### config.mk
export PLATFORM = sky130hd
export DESIGN_NAME = ultrasonic_echo_ranger_averager_flat
export DESIGN_NICKNAME = d
export VERILOG_FILES = /design/src/rtl/uera_pkg.sv /design/src/rtl/uera_in_if.sv /design/src/rtl/uera_out_if.sv /design/src/rtl/uera_cfg_if.sv /design/src/rtl/uera_dp.sv /design/src/rtl/uera_ctrl.sv /design/src/rtl/ultrasonic_echo_ranger_averager.sv /design/src/flat_wrapper.sv
export SDC_FILE = /design/constraint.sdc
export NUM_CORES = 2
export LEC_CHECK = 0
export BUFFER_PORTS_ARGS = -buffer_cell sky130_fd_sc_hd__buf_4
export CORE_AREA = 2 2 326 328
export DETAILED_ROUTE_END_ITERATION = 6
export DIE_AREA = 0 0 328 330
export PLACE_DENSITY = 0.68
export SLEW_MARGIN = 20
export SYNTH_ARGS = -nofsm -noshare
export SYNTH_HDL_FRONTEND = slang
export SYNTH_SLANG_ARGS = --single-unit
### constraint.sdc
create_clock -name clk -period 7.5 [get_ports clk]
set_clock_uncertainty 0.2 [all_clocks]
set_input_delay 0.75 -clock clk [delete_from_list [all_inputs] [get_ports clk]]
set_output_delay 0.75 -clock clk [all_outputs]
set_load 0.1 [all_outputs]
### src/rtl/uera_pkg.sv
// shared types and constants for the echo ranger with moving average
// no dependencies; compiled first
package uera_pkg;

  localparam int TS_W       = 32;
  localparam int TEMP_W     = 12;
  localparam int PHASE_W    = 3;
  localparam int AVG_W      = 10;
  localparam int SLOPE_W    = 29;
  localparam int FACTOR_W   = 28;
  localparam int PROD_W     = TS_W + FACTOR_W;
  localparam int FACTOR_SHIFT = 33;
  localparam int DIST_W     = PROD_W - FACTOR_SHIFT;

  localparam logic [FACTOR_W-1:0] FACTOR_BASE  = 28'd256108888;
  localparam logic [16:0]         FACTOR_SLOPE = 17'd121907;
  localparam logic [TEMP_W-1:0]   TEMP_RESET   = 12'd889;

  localparam int AVERAGE_DEPTH_DEF  = 5;
  localparam int DISTANCE_LIMIT_DEF = 999;

  typedef enum logic [PHASE_W-1:0] {
    PH_START   = 3'd0,
    PH_POWERUP = 3'd1,
    PH_READY   = 3'd2,
    PH_LISTEN  = 3'd3,
    PH_DETECT  = 3'd4,
    PH_QUIET   = 3'd5
  } phase_t;

  typedef struct packed {
    logic capture_start;
    logic capture_end;
    logic start_meas;
    logic load_factor;
    logic load_prod;
    logic push;
    logic div_step;
  } dp_cmd_t;

  typedef struct packed {
    logic             div_last;
    logic             over_limit;
    logic [AVG_W-1:0] average;
  } dp_status_t;

endpackage

### src/rtl/uera_in_if.sv
// event request channel: timer tick or echo edge with timestamp
// depends on uera_pkg
interface uera_in_if import uera_pkg::*; ();
  logic            valid;
  logic            ready;
  logic            mode;
  logic            echo_level;
  logic [TS_W-1:0] timestamp;

  modport source (output valid, mode, echo_level, timestamp, input ready);
  modport sink   (input valid, mode, echo_level, timestamp, output ready);
endinterface

### src/rtl/uera_out_if.sv
// result request channel: phase, flags and averaged distance
// depends on uera_pkg
interface uera_out_if import uera_pkg::*; ();
  logic               valid;
  logic               ready;
  logic [PHASE_W-1:0] phase;
  logic               trigger_request;
  logic               measurement_valid;
  logic               no_detection;
  logic [AVG_W-1:0]   mean_range;

  modport source (output valid, phase, trigger_request, measurement_valid,
                  no_detection, mean_range, input ready);
  modport sink   (input valid, phase, trigger_request, measurement_valid,
                  no_detection, mean_range, output ready);
endinterface

### src/rtl/uera_cfg_if.sv
// configuration write channel for the temperature code
// depends on uera_pkg
interface uera_cfg_if import uera_pkg::*; ();
  logic              valid;
  logic              ready;
  logic [TEMP_W-1:0] temperature_code;

  modport source (output valid, temperature_code, input ready);
  modport sink   (input valid, temperature_code, output ready);
endinterface

### src/rtl/uera_dp.sv
// datapath: echo times, temperature factor, multiply, distance ring,
// running sum and radix-16 divider; depends on uera_pkg
module uera_dp
  import uera_pkg::*;
#(
  parameter int AVERAGE_DEPTH  = AVERAGE_DEPTH_DEF,
  parameter int DISTANCE_LIMIT = DISTANCE_LIMIT_DEF
) (
  input  logic              clk,
  input  logic              rst_n,
  input  logic [TS_W-1:0]   timestamp,
  input  logic              cfg_valid,
  output logic              cfg_ready,
  input  logic [TEMP_W-1:0] cfg_temperature_code,
  input  dp_cmd_t           cmd,
  output dp_status_t        status
);

  localparam int SUM_W     = DIST_W + $clog2(AVERAGE_DEPTH);
  localparam int CNT_W     = $clog2(AVERAGE_DEPTH + 1);
  localparam int SLOT_W    = (AVERAGE_DEPTH > 1) ? $clog2(AVERAGE_DEPTH) : 1;
  localparam int DIV_R     = 4;
  localparam int DIV_STEPS = (SUM_W + DIV_R - 1) / DIV_R;
  localparam int DIV_W     = DIV_STEPS * DIV_R;
  localparam int STEP_W    = (DIV_STEPS > 1) ? $clog2(DIV_STEPS) : 1;

  logic [TEMP_W-1:0]   temp_r;
  logic [TS_W-1:0]     echo_start_r;
  logic [TS_W-1:0]     echo_end_r;
  logic [TS_W-1:0]     width_r;
  logic [SLOPE_W-1:0]  slope_r;
  logic [FACTOR_W-1:0] factor_r;
  logic [PROD_W-1:0]   prod_r;
  logic [DIST_W-1:0]   ring_r [AVERAGE_DEPTH];
  logic [SLOT_W-1:0]   slot_r;
  logic [CNT_W-1:0]    filled_r;
  logic [SUM_W-1:0]    sum_r;
  logic [DIV_W-1:0]    dvd_r;
  logic [CNT_W-1:0]    rem_r;
  logic [STEP_W-1:0]   step_r;

  logic [DIST_W-1:0]   dist_cm;
  logic [DIST_W-1:0]   old_entry;
  logic [SUM_W-1:0]    sum_nxt;
  logic [DIV_W-1:0]    dvd_nxt;
  logic [CNT_W-1:0]    rem_nxt;
  logic [SUM_W-1:0]    quot;

  assign cfg_ready = 1'b1;

  assign dist_cm   = prod_r[PROD_W-1:FACTOR_SHIFT];
  // entries beyond the fill count have never been written and count as zero
  assign old_entry = (filled_r == CNT_W'(AVERAGE_DEPTH)) ? ring_r[slot_r] : '0;
  assign sum_nxt   = sum_r - SUM_W'(old_entry) + SUM_W'(dist_cm);

  // four restoring division steps per cycle, quotient shifts into dvd
  always_comb begin
    logic [CNT_W:0]   trial;
    logic [CNT_W-1:0] r;
    logic [DIV_W-1:0] d;
    r = rem_r;
    d = dvd_r;
    for (int k = 0; k < DIV_R; k++) begin
      trial = {r, d[DIV_W-1]};
      d = {d[DIV_W-2:0], 1'b0};
      if (trial >= {1'b0, filled_r}) begin
        trial = trial - {1'b0, filled_r};
        d[0] = 1'b1;
      end
      r = trial[CNT_W-1:0];
    end
    dvd_nxt = d;
    rem_nxt = r;
  end

  assign quot              = dvd_r[SUM_W-1:0];
  assign status.div_last   = (step_r == '0);
  assign status.over_limit = (quot > SUM_W'(DISTANCE_LIMIT));
  assign status.average    = status.over_limit ? AVG_W'(DISTANCE_LIMIT) : quot[AVG_W-1:0];

  always_ff @(posedge clk) begin
    if (!rst_n) begin
      temp_r       <= TEMP_RESET;
      echo_start_r <= '0;
      echo_end_r   <= '0;
      slot_r       <= '0;
      filled_r     <= '0;
      sum_r        <= '0;
      step_r       <= '0;
    end else begin
      if (cfg_valid) begin
        temp_r <= cfg_temperature_code;
      end
      if (cmd.capture_start) begin
        echo_start_r <= timestamp;
      end
      if (cmd.capture_end) begin
        echo_end_r <= timestamp;
      end
      if (cmd.push) begin
        sum_r  <= sum_nxt;
        slot_r <= (slot_r == SLOT_W'(AVERAGE_DEPTH - 1)) ? '0 : slot_r + 1'b1;
        if (filled_r != CNT_W'(AVERAGE_DEPTH)) begin
          filled_r <= filled_r + 1'b1;
        end
        step_r <= STEP_W'(DIV_STEPS - 1);
      end else if (cmd.div_step && step_r != '0) begin
        step_r <= step_r - 1'b1;
      end
    end
  end

  always_ff @(posedge clk) begin
    if (cmd.start_meas) begin
      width_r <= echo_end_r - echo_start_r;
      slope_r <= SLOPE_W'(FACTOR_SLOPE) * SLOPE_W'(temp_r);
    end
    if (cmd.load_factor) begin
      // hot enough to drive the factor negative clamps it to zero
      factor_r <= (slope_r >= SLOPE_W'(FACTOR_BASE)) ? '0
                : FACTOR_BASE - slope_r[FACTOR_W-1:0];
    end
    if (cmd.load_prod) begin
      prod_r <= PROD_W'(width_r) * PROD_W'(factor_r);
    end
    if (cmd.push) begin
      ring_r[slot_r] <= dist_cm;
      dvd_r          <= DIV_W'(sum_nxt);
      rem_r          <= '0;
    end else if (cmd.div_step) begin
      dvd_r <= dvd_nxt;
      rem_r <= rem_nxt;
    end
  end

endmodule

### src/rtl/uera_ctrl.sv
// controller: ranging phase sequencer, measurement sequencing and
// the result register; depends on uera_pkg
module uera_ctrl
  import uera_pkg::*;
(
  input  logic               clk,
  input  logic               rst_n,
  input  logic               in_valid,
  output logic               in_ready,
  input  logic               in_mode,
  input  logic               in_echo_level,
  output logic               out_valid,
  input  logic               out_ready,
  output logic [PHASE_W-1:0] out_phase,
  output logic               out_trigger_request,
  output logic               out_measurement_valid,
  output logic               out_no_detection,
  output logic [AVG_W-1:0]   out_mean_range,
  output dp_cmd_t            cmd,
  input  dp_status_t         status
);

  typedef enum logic [2:0] {
    S_IDLE,
    S_FACTOR,
    S_MULT,
    S_PUSH,
    S_DIV,
    S_DONE
  } state_t;

  state_t           state_r;
  phase_t           phase_r;
  logic             trig_r;
  logic             meas_r;
  logic             nodet_r;
  logic             out_valid_r;
  phase_t           out_phase_r;
  logic             out_trig_r;
  logic             out_meas_r;
  logic             out_nodet_r;
  logic [AVG_W-1:0] out_avg_r;

  logic accept;
  logic slot_free;
  logic load_out;

  assign in_ready  = (state_r == S_IDLE);
  assign accept    = in_valid && in_ready;
  assign slot_free = !out_valid_r || out_ready;
  assign load_out  = (state_r == S_DONE) && slot_free;

  assign out_valid             = out_valid_r;
  assign out_phase             = out_phase_r;
  assign out_trigger_request   = out_trig_r;
  assign out_measurement_valid = out_meas_r;
  assign out_no_detection      = out_nodet_r;
  assign out_mean_range        = out_avg_r;

  always_comb begin
    cmd               = '0;
    cmd.capture_start = accept && in_mode && in_echo_level;
    cmd.capture_end   = accept && in_mode && !in_echo_level;
    cmd.start_meas    = accept && !in_mode && (phase_r == PH_DETECT);
    cmd.load_factor   = (state_r == S_FACTOR);
    cmd.load_prod     = (state_r == S_MULT);
    cmd.push          = (state_r == S_PUSH);
    cmd.div_step      = (state_r == S_DIV);
  end

  always_ff @(posedge clk) begin
    if (!rst_n) begin
      state_r     <= S_IDLE;
      phase_r     <= PH_START;
      trig_r      <= 1'b0;
      meas_r      <= 1'b0;
      nodet_r     <= 1'b0;
      out_valid_r <= 1'b0;
      out_phase_r <= PH_START;
      out_trig_r  <= 1'b0;
      out_meas_r  <= 1'b0;
      out_nodet_r <= 1'b0;
      out_avg_r   <= '0;
    end else begin
      if (load_out) begin
        out_valid_r <= 1'b1;
      end else if (out_ready) begin
        out_valid_r <= 1'b0;
      end
      unique case (state_r)
        S_IDLE: begin
          if (accept) begin
            trig_r  <= 1'b0;
            meas_r  <= 1'b0;
            nodet_r <= 1'b0;
            state_r <= S_DONE;
            if (in_mode) begin
              phase_r <= in_echo_level ? PH_LISTEN : PH_DETECT;
            end else begin
              case (phase_r) inside
                PH_START, PH_POWERUP, PH_QUIET: begin
                  phase_r <= PH_READY;
                  trig_r  <= 1'b1;
                end
                PH_LISTEN: begin
                  phase_r <= PH_QUIET;
                  nodet_r <= 1'b1;
                end
                PH_DETECT: begin
                  phase_r <= PH_QUIET;
                  meas_r  <= 1'b1;
                  state_r <= S_FACTOR;
                end
                default: begin
                  phase_r <= phase_r;
                end
              endcase
            end
          end
        end
        S_FACTOR: state_r <= S_MULT;
        S_MULT:   state_r <= S_PUSH;
        S_PUSH:   state_r <= S_DIV;
        S_DIV: begin
          if (status.div_last) begin
            state_r <= S_DONE;
          end
        end
        S_DONE: begin
          if (slot_free) begin
            out_phase_r <= phase_r;
            out_trig_r  <= trig_r;
            out_meas_r  <= meas_r;
            out_nodet_r <= nodet_r || (meas_r && status.over_limit);
            out_avg_r   <= meas_r ? status.average : '0;
            state_r     <= S_IDLE;
          end
        end
        default: state_r <= S_IDLE;
      endcase
    end
  end

  a_meas_quiet: assert property (@(posedge clk) disable iff (!rst_n)
    out_valid_r && out_meas_r |-> out_phase_r == PH_QUIET)
    else $error("measurement reported outside quiescent phase");

  a_trig_ready: assert property (@(posedge clk) disable iff (!rst_n)
    out_valid_r && out_trig_r |-> out_phase_r == PH_READY && !out_nodet_r)
    else $error("trigger request without entering ready");

  a_div_done: assert property (@(posedge clk) disable iff (!rst_n)
    state_r == S_DIV && status.div_last |=> state_r == S_DONE)
    else $error("divider finished but result not staged");

  a_avg_zero: assert property (@(posedge clk) disable iff (!rst_n)
    out_valid_r && !out_meas_r |-> out_avg_r == '0)
    else $error("average reported without a measurement");

endmodule

### src/rtl/ultrasonic_echo_ranger_averager.sv
// ultrasonic echo ranger with moving average, top level
// sequence: edges and non-measuring ticks pass straight to the done state, which loads
// the result register; a measuring tick first steps through factor, multiply, push and
// the radix-16 divide loop that forms the average
// one request at a time: a new one is taken only after the last result is loaded
// reset: synchronous active low, phase start, ring empty, temperature code 889
module ultrasonic_echo_ranger_averager
  import uera_pkg::*;
#(
  parameter int AVERAGE_DEPTH  = AVERAGE_DEPTH_DEF,
  parameter int DISTANCE_LIMIT = DISTANCE_LIMIT_DEF
) (
  input  logic      clk,
  input  logic      rst_n,
  uera_in_if.sink   in_chan,
  uera_out_if.source out_chan,
  uera_cfg_if.sink  cfg_chan
);

  dp_cmd_t    cmd;
  dp_status_t status;

  uera_ctrl u_ctrl (
    .clk                   (clk),
    .rst_n                 (rst_n),
    .in_valid              (in_chan.valid),
    .in_ready              (in_chan.ready),
    .in_mode               (in_chan.mode),
    .in_echo_level         (in_chan.echo_level),
    .out_valid             (out_chan.valid),
    .out_ready             (out_chan.ready),
    .out_phase             (out_chan.phase),
    .out_trigger_request   (out_chan.trigger_request),
    .out_measurement_valid (out_chan.measurement_valid),
    .out_no_detection      (out_chan.no_detection),
    .out_mean_range        (out_chan.mean_range),
    .cmd                   (cmd),
    .status                (status)
  );

  uera_dp #(
    .AVERAGE_DEPTH  (AVERAGE_DEPTH),
    .DISTANCE_LIMIT (DISTANCE_LIMIT)
  ) u_dp (
    .clk                  (clk),
    .rst_n                (rst_n),
    .timestamp            (in_chan.timestamp),
    .cfg_valid            (cfg_chan.valid),
    .cfg_ready            (cfg_chan.ready),
    .cfg_temperature_code (cfg_chan.temperature_code),
    .cmd                  (cmd),
    .status               (status)
  );

endmodule
### src/flat_wrapper.sv
// flat-port wrapper written by rule: the top's interface ports become plain ports
module ultrasonic_echo_ranger_averager_flat import uera_pkg::*;
#(
  parameter int AVERAGE_DEPTH  = AVERAGE_DEPTH_DEF,
  parameter int DISTANCE_LIMIT = DISTANCE_LIMIT_DEF
)
  (clk, rst_n, in_chan_valid, in_chan_mode, in_chan_echo_level, in_chan_timestamp, in_chan_ready, out_chan_valid, out_chan_phase, out_chan_trigger_request, out_chan_measurement_valid, out_chan_no_detection, out_chan_mean_range, out_chan_ready, cfg_chan_valid, cfg_chan_temperature_code, cfg_chan_ready);
  uera_in_if in_chan_i ();
  uera_out_if out_chan_i ();
  uera_cfg_if cfg_chan_i ();
  input  logic clk;
  input  logic rst_n;
  input wire logic [$bits(in_chan_i.valid)-1:0] in_chan_valid;
  input wire logic [$bits(in_chan_i.mode)-1:0] in_chan_mode;
  input wire logic [$bits(in_chan_i.echo_level)-1:0] in_chan_echo_level;
  input wire logic [$bits(in_chan_i.timestamp)-1:0] in_chan_timestamp;
  output wire logic [$bits(in_chan_i.ready)-1:0] in_chan_ready;
  output wire logic [$bits(out_chan_i.valid)-1:0] out_chan_valid;
  output wire logic [$bits(out_chan_i.phase)-1:0] out_chan_phase;
  output wire logic [$bits(out_chan_i.trigger_request)-1:0] out_chan_trigger_request;
  output wire logic [$bits(out_chan_i.measurement_valid)-1:0] out_chan_measurement_valid;
  output wire logic [$bits(out_chan_i.no_detection)-1:0] out_chan_no_detection;
  output wire logic [$bits(out_chan_i.mean_range)-1:0] out_chan_mean_range;
  input wire logic [$bits(out_chan_i.ready)-1:0] out_chan_ready;
  input wire logic [$bits(cfg_chan_i.valid)-1:0] cfg_chan_valid;
  input wire logic [$bits(cfg_chan_i.temperature_code)-1:0] cfg_chan_temperature_code;
  output wire logic [$bits(cfg_chan_i.ready)-1:0] cfg_chan_ready;
  assign in_chan_i.valid = in_chan_valid;
  assign in_chan_i.mode = in_chan_mode;
  assign in_chan_i.echo_level = in_chan_echo_level;
  assign in_chan_i.timestamp = in_chan_timestamp;
  assign in_chan_ready = in_chan_i.ready;
  assign out_chan_valid = out_chan_i.valid;
  assign out_chan_phase = out_chan_i.phase;
  assign out_chan_trigger_request = out_chan_i.trigger_request;
  assign out_chan_measurement_valid = out_chan_i.measurement_valid;
  assign out_chan_no_detection = out_chan_i.no_detection;
  assign out_chan_mean_range = out_chan_i.mean_range;
  assign out_chan_i.ready = out_chan_ready;
  assign cfg_chan_i.valid = cfg_chan_valid;
  assign cfg_chan_i.temperature_code = cfg_chan_temperature_code;
  assign cfg_chan_ready = cfg_chan_i.ready;
  ultrasonic_echo_ranger_averager #(.AVERAGE_DEPTH(AVERAGE_DEPTH), .DISTANCE_LIMIT(DISTANCE_LIMIT)) u_core (.clk(clk), .rst_n(rst_n), .in_chan(in_chan_i), .out_chan(out_chan_i), .cfg_chan(cfg_chan_i));
endmodule
==> run summary <==
The largest incremental delay on the critical path is 550 ps. The core box area is about 100000 µm². The worst hold path begins at cfg_chan_temperature_code[5]. The violation count after the first detailed-routing iteration is about 2700.

The final period utilization came out at 1.001. The final-report hold violation count was 0. On the critical path the largest part of the delay comes from adder cells. The number of nets with antenna violations after routing came out at 0.

The synthesis warning total came out at 0. The total congestion overflow after global routing is 0. The highest clock rate came out at between 0.1 and 0.15 GHz.

The sequential area share after synthesis is 0.2201. The final number of max-transition violations was 0. The half-perimeter wire length after placement is just over 100000 µm. Yosys mapped the design onto 73 distinct sky130hd cell types. The endpoint class of the critical path is a register. Along the worst hold path, the cell count comes to 3.

The length in cells of the worst reg-to-reg path is 25. TritonCTS built the clock tree. After routing, the total negative slack on setup checks comes to -5.831 ps.

The flip-flop and latch count after synthesis is 430. The via count normalized by instance count came out at 5.266. The number of buffers inserted during clock tree synthesis is 44.

The endpoint of the worst register-to-register path is u_core.u_dp.prod_r[56]. The top metal layer carrying routed signals is met4. STA classifies the critical path startpoint as a register.

The path class of the lowest-slack min-delay path is primary input to register. The setup check on the worst reg-to-reg path leaves a slack of -6 ps. At the end of the flow, the number of nets in the layout was 6848. The largest net degree at the start of global routing came out at 79. Leaving out fill and tap cells, the most frequent cells in the layout are 1184 x sky130_fd_sc_hd__inv_1, 867 x sky130_fd_sc_hd__fa_1, 767 x sky130_fd_sc_hd__nand2_1. Prior to clock tree synthesis, the placed netlist has a worst setup slack of -233.0 ps.

The critical path is of the register to register type. The cell that appears most often on the critical path is sky130_fd_sc_hd__fa_1. In the final routed layout, each cell accounts on average for 18.29 µm. The number of buffers between clock root and the deepest sink is 3.

The mean post-synth cell area is 9.589 µm². The global routing usage summed across all routing layers came out at 0.2412. Setup repair after global routing could not meet its margin everywhere. The required time of the critical path came out at 7640 ps. The pre-antenna-repair detailed-routing pass consisted of 6 iterations. The sum of routed wire length over all layers came out at between 100000 and 150000 µm. The first global-routing pass estimated 205000 µm of wire. The met2 wirelength from detailed routing came out at between 50000 and 60000 µm. The total of endpoints with negative setup slack in the final report is 1. The minimum period implied by the final worst setup slack is 7506 ps. The final reports fail on negative setup slack. The die area is ~110000 µm². The placer's final routability congestion estimate came out at slightly below 0.9.

The worst path arrival time came out at 7650 ps. In this run, synthesis inferred 281 flip-flops with an integrated enable. The max capacitance violation total came out at 0. The initial antenna violation count was 5. The largest driver fanout on the critical path came out at 7. The clock slew at the register clock pins of the worst setup and hold paths is 60 ps.

Measured on the finished design, the core utilization comes to 0.5523. The via count of the first global-routing pass came to 37960. The run finished, with violations left. The detailed router placed 36705 vias in this run. The routed length on met3 came out at roughly 8500 µm. The final worst setup slack came out at -5.831 ps. The number of H-tree levels came out at 2. The area added between synthesis and finish came out at 11.41%. The cell with the largest stage delay on the worst path is sky130_fd_sc_hd__fa_1. The count of buffers inserted at the top-level ports came out at 68. The number of I/O pins is 70.

The source-to-sink clock delay at the later pin of the worst-skew pair is 600 ps. The startpoint identified for the worst register-to-register timing path is u_core.u_dp.factor_r[5]. The first element of the critical path is u_core.u_dp.factor_r[5]. The sum of buffers and inverters on the critical path is 6. The floorplan step set the die height to ~330 µm. The total nets after synthesis came out at 6718. The fraction of final layout cells with drive strength greater than 1 came out at 0.09254. The number of standard cells after synthesis came out at 5411.

The worst-case headroom to the max-slew limit is 0.3040. Clock tree synthesis selected as its root buffer the cell sky130_fd_sc_hd__clkbuf_16. The met1 wire length is 55960 µm. For hold timing, the worst endpoint is u_core.u_dp.temp_r[5].

The number of sinks on the clock net came out at 430. The die boundary width came out at 328 µm. The total of fill cells in the finished design came out at 9113. The most common cell after layout, fill and taps aside is sky130_fd_sc_hd__inv_1. The synthesized netlist occupies a cell area of around 52000 µm². The effective utilization at floorplan came out at 0.4957.

For this run, the leading register cell type out of synthesis is sky130_fd_sc_hd__edfxtp_1. The row count is 119. The fraction of synthesis flops using an asynchronous set or reset pin is 0. In the routed design, unresolved DRC markers number 0. The pin slew with the least headroom to its limit is approximately 1000 ps.
[timing repair]
item,CTS,global route
cloned,0,1
endpoints found under the setup margin,17,18
gates resized for setup,18,55
hold buffers,0,0
hold endpoints to repair,0,0
setup buffers,0,15
pin swaps,5,39
[kinds of logic (layout without fill, tap and decap cells)]
group           after synthesis  in the layout  synth area share
fa+ha+maj                  1256           1256            0.4289
buf+inv                    1440           1605            0.1043
other cells                   1              4        0.00007227
flops                       430            430            0.2201
xor+xnor                    130            130           0.02194
mux                          69             69           0.01987
simple gates               1562           1562            0.1432
compound gates              523            523           0.06161
[flip-flops by register name, summed over array words and instances (netlist names), 10 cells and up, named ones only]
register,flops
u_core.u_dp.sum_r,30
u_core.u_dp.echo_start_r,32
u_core.u_dp.dvd_r,32
u_core.u_dp.ring_r,135
u_core.u_dp.slope_r,29
u_core.u_ctrl.out_mean_range,10
u_core.u_dp.echo_end_r,32
u_core.u_dp.width_r,32
u_core.u_dp.prod_r,27
u_core.u_dp.factor_r,28
u_core.u_dp.temp_r,12
[Yosys cell counts, drive strengths merged (4+ instances only)]
library cell	n	area (µm²)
buf	14	60.06
a211o	4	35.03
o21bai	15	112.6
nor3	39	200.2
o21a	16	120.1
o41ai	4	35.03
nand2b	27	168.9
o31ai	7	57.55
nor4	11	68.82
edfxtp	281	8438
o21ai	69	352.8
inv	1189	4463
nor2b	18	112.6
o2111ai	4	35.03
a221oi	4	35.03
a211oi	15	112.6
dfxtp	149	2983
nand3b	4	30.03
xnor2	85	744.5
nand3	32	160.2
nor2	144	540.5
mux2i	40	400.4
nor3b	4	30.03
nand4	22	137.6
fa	871	17440
clkbuf	237	889.6
ha	385	4817
a21oi	253	1266
or3	6	37.54
and3	16	101.4
mux4	27	608.1
a31oi	10	62.56
or2	7	43.80
and2	455	2846
nand2	769	2887
xor2	45	394.1
a21o	70	526.8
o211ai	21	157.7
[worst min-delay path: stages]
cell and delay, ps:
sky130_fd_sc_hd__buf_4 80, sky130_fd_sc_hd__nand2_1 40, sky130_fd_sc_hd__o211ai_1 60
[final cells by class]
cell class / instances / area (µm²) / share of cell area
clock inverters: 30 / 292.8 / 0.005065
diodes: 3 / 7.507 / 0.0001299
well taps: 1391 / 1740 / 0.03011
flip-flops and latches: 430 / 11420 / 0.1976
clock buffers: 51 / 1190 / 0.02058
repair buffers: 335 / 3227 / 0.05582
inverters: 1189 / 4466 / 0.07725
multi-input cells: 3541 / 35460 / 0.6134
[metal layers]
layer  global-route usage  vias up
met5                    0        -
met4              0.06841        0
met3              0.03603      216
met2               0.3873     1177
met1               0.3418    18516
li1                     -    16796
[worst max-delay path by stage]
stage,slack (ps),endpoint,cells past startpoint
floorplan,350,u_core.u_dp.prod_r[55],24
detailed placement,-230,u_core.u_dp.prod_r[55],24
CTS,-20,u_core.u_dp.prod_r[49],28
finish,-6,u_core.u_dp.prod_r[56],25
global placement,-130,u_core.u_dp.prod_r[55],26
global route,-190,u_core.u_dp.prod_r[46],26
[metrics by stage]
step | instances | area, µm² | hold slack [ps]
2_1_floorplan | 5411 | 51890 | 231.7
5_1_grt | 6967 | 57800 | 171.7
4_1_cts | 6951 | 57350 | 140.7
3_3_place_gp | 6870 | 55780 | 240.0
3_5_place_dp | 6870 | 55780 | 246.7
6_report | 6970 | 57810 | 172.6
Power is not shown: default switching activity piles up to over one toggle a cycle in this logic, so the estimate is an artifact.
